**src/design/hbf_pkg.sv**
```systemverilog
// Package for the bond-force block: payload structs, widths and shared constants.
// Depends on nothing.
`default_nettype none
package hbf_pkg;
   localparam int unsigned FRAC_BITS_DEFAULT = 16;
   localparam int unsigned CFG_W = 31;
   localparam int unsigned DAT_W = 32;
   localparam int unsigned CSR_IDX_W = 2;

   localparam logic [CSR_IDX_W-1:0] CSR_STALL_FORCE = 2'd0;
   localparam logic [CSR_IDX_W-1:0] CSR_MAX_SPEED   = 2'd1;
   localparam logic [CSR_IDX_W-1:0] CSR_HILL_A      = 2'd2;
   localparam logic [CSR_IDX_W-1:0] CSR_HILL_B      = 2'd3;
   localparam logic [CFG_W-1:0] HILL_B_RESET = 31'd65536;

   typedef struct packed {
      logic signed [DAT_W-1:0] dpos_x;
      logic signed [DAT_W-1:0] dpos_y;
      logic signed [DAT_W-1:0] dpos_z;
      logic signed [DAT_W-1:0] dvel_x;
      logic signed [DAT_W-1:0] dvel_y;
      logic signed [DAT_W-1:0] dvel_z;
      logic                    active;
   } req_type;

   typedef struct packed {
      logic signed [DAT_W-1:0] force_x;
      logic signed [DAT_W-1:0] force_y;
      logic signed [DAT_W-1:0] force_z;
      logic                    vel_clamped;
      logic signed [DAT_W-1:0] clamp_vel_x;
      logic signed [DAT_W-1:0] clamp_vel_y;
      logic signed [DAT_W-1:0] clamp_vel_z;
   } rsp_type;

   typedef struct packed {
      logic [CFG_W-1:0] stall_force;
      logic [CFG_W-1:0] max_speed;
      logic [CFG_W-1:0] hill_a;
      logic [CFG_W-1:0] hill_b;
   } cfg_type;
endpackage
`default_nettype wire

```
**src/design/hbf_sqrt_pipe.sv**
```systemverilog
// Pipelined integer square root, one result bit per stage.
// Depends on hbf_pkg only for house style.
`default_nettype none
module hbf_sqrt_pipe
   import hbf_pkg::*;
#(
   parameter int unsigned IN_W  = 66,
   parameter int unsigned TAG_W = 1
) (
   input  wire                 clock,
   input  wire                 reset,
   input  wire                 in_valid,
   input  wire [IN_W-1:0]      in_val,
   input  wire [TAG_W-1:0]     in_tag,
   output logic                out_valid,
   output logic [IN_W/2-1:0]   out_root,
   output logic [TAG_W-1:0]    out_tag
);
   localparam int unsigned RW = IN_W / 2;
   logic               valid_ff [1:RW];
   logic [IN_W-1:0]    val_ff   [1:RW-1];
   logic [RW+1:0]      rem_ff   [1:RW-1];
   logic [RW-1:0]      root_ff  [1:RW];
   logic [TAG_W-1:0]   tag_ff   [1:RW];

   // Digit-by-digit: bring down two bits, try 4*root+1.
   for (genvar k = 0; k < RW; k++) begin : g_stage
      logic             valid_cur;
      logic [IN_W-1:0]  val_cur;
      logic [RW+1:0]    rem_cur;
      logic [RW-1:0]    root_cur;
      logic [TAG_W-1:0] tag_cur;
      logic [RW+3:0]    cur_in;
      logic [RW+3:0]    try_in;
      logic [RW+1:0]    rem_in;
      logic [RW-1:0]    root_in;
      if (k == 0) begin : g_head
         assign valid_cur = in_valid;
         assign val_cur   = in_val;
         assign rem_cur   = '0;
         assign root_cur  = '0;
         assign tag_cur   = in_tag;
      end else begin : g_body
         assign valid_cur = valid_ff[k];
         assign val_cur   = val_ff[k];
         assign rem_cur   = rem_ff[k];
         assign root_cur  = root_ff[k];
         assign tag_cur   = tag_ff[k];
      end
      always_comb begin
         cur_in  = {rem_cur, val_cur[IN_W-1 -: 2]};
         try_in  = {2'b00, root_cur, 2'b01};
         root_in = {root_cur[RW-2:0], 1'b0};
         if (cur_in >= try_in) begin
            rem_in     = (RW+2)'(cur_in - try_in);
            root_in[0] = 1'b1;
         end else begin
            rem_in = cur_in[RW+1:0];
         end
      end
      always_ff @(posedge clock) begin
         if (reset) valid_ff[k+1] <= 1'b0;
         else       valid_ff[k+1] <= valid_cur;
         root_ff[k+1] <= root_in;
         tag_ff[k+1]  <= tag_cur;
      end
      if (k < RW - 1) begin : g_carry
         always_ff @(posedge clock) begin
            val_ff[k+1] <= {val_cur[IN_W-3:0], 2'b00};
            rem_ff[k+1] <= rem_in;
         end
      end
   end

   assign out_valid = valid_ff[RW];
   assign out_root  = root_ff[RW];
   assign out_tag   = tag_ff[RW];
endmodule
`default_nettype wire

```
**config.mk**
```make
export PLATFORM = sky130hd
export DESIGN_NAME = hbf_sqrt_pipe
export DESIGN_NICKNAME = d
export VERILOG_FILES = /design/src/design/hbf_pkg.sv /design/src/design/hbf_sqrt_pipe.sv
export SDC_FILE = /design/constraint.sdc
export NUM_CORES = 2
export LEC_CHECK = 0
export CORE_AREA = 2 2 401 403
export DETAILED_ROUTE_END_ITERATION = 6
export DIE_AREA = 0 0 403 405
export DONT_BUFFER_PORTS = 1
export HOLD_SLACK_MARGIN = 0.02
export PLACE_DENSITY = 0.79
export SETUP_SLACK_MARGIN = 0.15
export SYNTH_ARGS = -nofsm -noshare
export SYNTH_HDL_FRONTEND = slang
export SYNTH_MEMORY_MAX_BITS = 65536
export SYNTH_SLANG_ARGS = --single-unit
```
**constraint.sdc**
```tcl
create_clock -name clock -period 4.78 [get_ports clock]
set_input_delay 0.239 -clock clock [delete_from_list [all_inputs] [get_ports clock]]
set_output_delay 0.239 -clock clock [all_outputs]
set_load 0.02 [all_outputs]
```
==> summary.md <==
| Metric | Value |
|---|---|
| Starting DRT DRC Count | `4596` |
| Nature of the critical path startpoint | `flop` |
| Mapped Cells | `9827` |
| Post-synth EDFFs | `0` |
| CP Max Fanout | `8` |
| Post-synth cell types | `a little under 90` |
| Mapped Area | `99500 um^2` |
| Initial DRT Pass Iterations | `6` |
| Leak | `52.9 nW` |
| Via density per instance | `5.55` |
| Die Wd | `a little over 400 um` |
| I/O Buffers | `0` |
| Max cap viols | `0` |
| Synth warnings | `0` |
| Top post-synthesis cells by area | `dfxtp_1, ha_1, xor2_1, xnor2_1, nand2_1` |
| Part of the cycle the worst path needs | `85.8%` |
| Setup tns final | `0 ns` |
| Fillers | `between 10000 and 15000` |
| Unrepaired setup endpoints after global routing | `no` |
| I/O pin total | `105` |
| GRT Util Overall | `roughly a quarter` |
| Status | `finished clean` |
| Hold Slack | `~0.31 ns` |
| CP bufs+invs | `0` |
| Crit-path leading delay family | `simple AND/OR/NAND/NOR gates` |
| Slew margin rel. | `between 20% and 30%` |
| CP max stage cell | `or4b_1` |
| Synthesized area per cell | `10.1 um^2` |
| Worst-case reg-to-reg path depth | `10` |
| Root buffer cell | `clkbuf_16` |
| Minimum clock period | `4.10 ns` |
| Overall Power | `59.7 mW` |
| GR Util met3 | `3.58%` |
| Area leader, netlist | `dfxtp_1` |
| CTS max path bufs | `4` |
| GRT overflow | `0` |
| Clock sinks | `around 2800` |
| Worst-path clk slew | `0.06 ns` |
| Area grow syn2layout | `13.3%` |
| Most common cell on crit path | `or4_1` |
| CP Depth | `10` |
| Die Span Y | `around 410 um` |
| Endpoints failing setup | `0` |
| Die area | `between 150000 and 200000 um^2` |
| Max stage delay on crit path | `0.64 ns` |
| DRC violation count after routing | `0` |
| Share of Yosys cell area claimed by the top area cell type | `55.3%` |
| Pin count of the biggest net entering global routing | `between 50 and 60` |
| Synthesized Nets | `about 10000` |
| Clock insertion delay at the later pin of the skew report | `approximately 0.92 ns` |
| Met1 Use GR | `between 30% and 40%` |
| GRT busiest layer | `met2` |
| Routability cong. | `0.943` |
| Synth cell count leaders | `dfxtp_1, nand2_1, inv_1` |
| Tightest Pin Transition | `1.09 ns` |
| Hold Path Stages | `0` |
| Most frequent cell after synthesis | `dfxtp_1` |
| Wire length per cell | `around 18 um` |
| Max Clk Rate | `approximately 240 MHz` |
| Initial antenna violation count | `2` |
| Routing usage on met2 | `47.6%` |
| Peak supply drop | `456 uV` |
| Initial Util | `62.5%` |
| Num CTS Buffers | `between 200 and 300` |
| Final #Nets | `approximately 11000` |
| Post-route antenna net violation count | `0` |
| WL final | `218000 um` |
| Crit-path cells | `or4_1, or3_1, or4_4, or3_4, or4_1, a21boi_2, nor2_2, or4b_1, nor4_1, xor2_1` |
| Postcts setup bufs | `0` |
| H-tree levels | `5` |
| Vias post-DR | `68800` |
| Crit path DAT | `slightly below 5 ns` |
| Endpoints failing hold | `0` |
| CP Class | `reg2reg` |
| FF+latch count, synth | `2750` |
| Top FF cell, synth | `dfxtp_1` |
| Share of post-route cells with drive strength above 1 | `6.03%` |
| Global-route wire length before repair | `between 300000 and 400000 um` |
| PwrDens | `529 nW/um^2` |
| Max-slew violations | `0` |
| CP Capture Type | `flop` |
| Core Rows | `about 150` |
| Final Skew | `0.0532 ns` |
| Final Util | `70.8%` |
| HPWL Detailed | `157000 um` |
| Core area | `159000 um^2` |
| CTS tree | `built` |
| Sequential fraction of the synthesis area | `55.3%` |
| Synth async-reset ratio | `0%` |
| Tightest Hold Check Type | `reg2reg` |
| Vias in the first global route | `68300` |
| CP required | `5.62 ns` |
[timing repair]
item / in CTS / in global routing
endpoints found under the setup margin: 0 / 0
hold buffers: 139 / 0
resized for setup: 0 / 0
endpoints found under the hold margin: 101 / 0
[metal layers]
layer	share of wire, %	vias up
li1	-	34100
met1	42	32400
met2	50	1715
met3	4.1	541
met4	3.8	2
met5	0.0055	-
[metrics by stage]
step	worst slack, ns	std cells	cell area (um^2)
floorplan	0.960	9827	99500
global placement	0.633	11800	102000
detailed placement	0.707	11800	102000
CTS	0.689	12400	113000
global route	0.332	12400	113000
finish	0.681	12400	113000
[state kept, by name, summed over array words and instances (netlist names)]
register,count
tag_ff,33
root_ff,561
rem_ff,1067
valid_ff,33
val_ff,1056
[final timing paths]
path,from,end,slack (ns)
worst max-delay path,rem_ff[0][160],rem_ff[0][199],0.68
worst min-delay path,val_ff[1][380],val_ff[1][446],0.31
worst max register to register,rem_ff[0][160],rem_ff[0][199],0.68
worst min register to register,val_ff[1][380],val_ff[1][446],0.31
[kinds of logic after synthesis]
kind of cell             Yosys count  share of synthesized area [%]
AO/OA/AOI/OAI                   1998                           12.4
AND/OR/NAND/NOR                 2603                           12.8
other                              1                        0.00377
multiplexers                      62                          0.684
XOR/XNOR                         875                           7.70
flip-flops                      2750                           55.3
adder cells (fa/ha/maj)          596                           7.49
buffers and inverters            942                           3.56
[power by group]
part	internal (mW)	switching [mW]	total (mW)	leakage [nW]
clock network	13.4	8.66	22.0	4.62
registers	26.5	2.72	29.2	23.0
logic	3.81	4.68	8.49	25.2
[placed cells by master (no fill, tap or decap), types with 157 or more instances in the layout]
cell type	instances
nand3_1	157
nand2_1	763
nor2_1	544
a21o_1	266
dfxtp_1	2750
a21oi_1	561
nor3_1	260
ha_1	596
inv_1	755
xnor2_1	424
o21ai_0	566
xor2_1	451
clkbuf_16	289
[layout make-up]
class	instances	area (um^2)	share of cell area [%]
clock inverters	103	1370	1.21
repair buffers	188	1780	1.58
clock buffers	373	8040	7.13
diodes	5	12.5	0.0111
inverters	758	2850	2.52
well taps	2086	2610	2.31
multi-input cells	6135	41100	36.4
flip-flops and latches	2750	55100	48.8
Note: power is estimated with default switching activity, not from simulation.
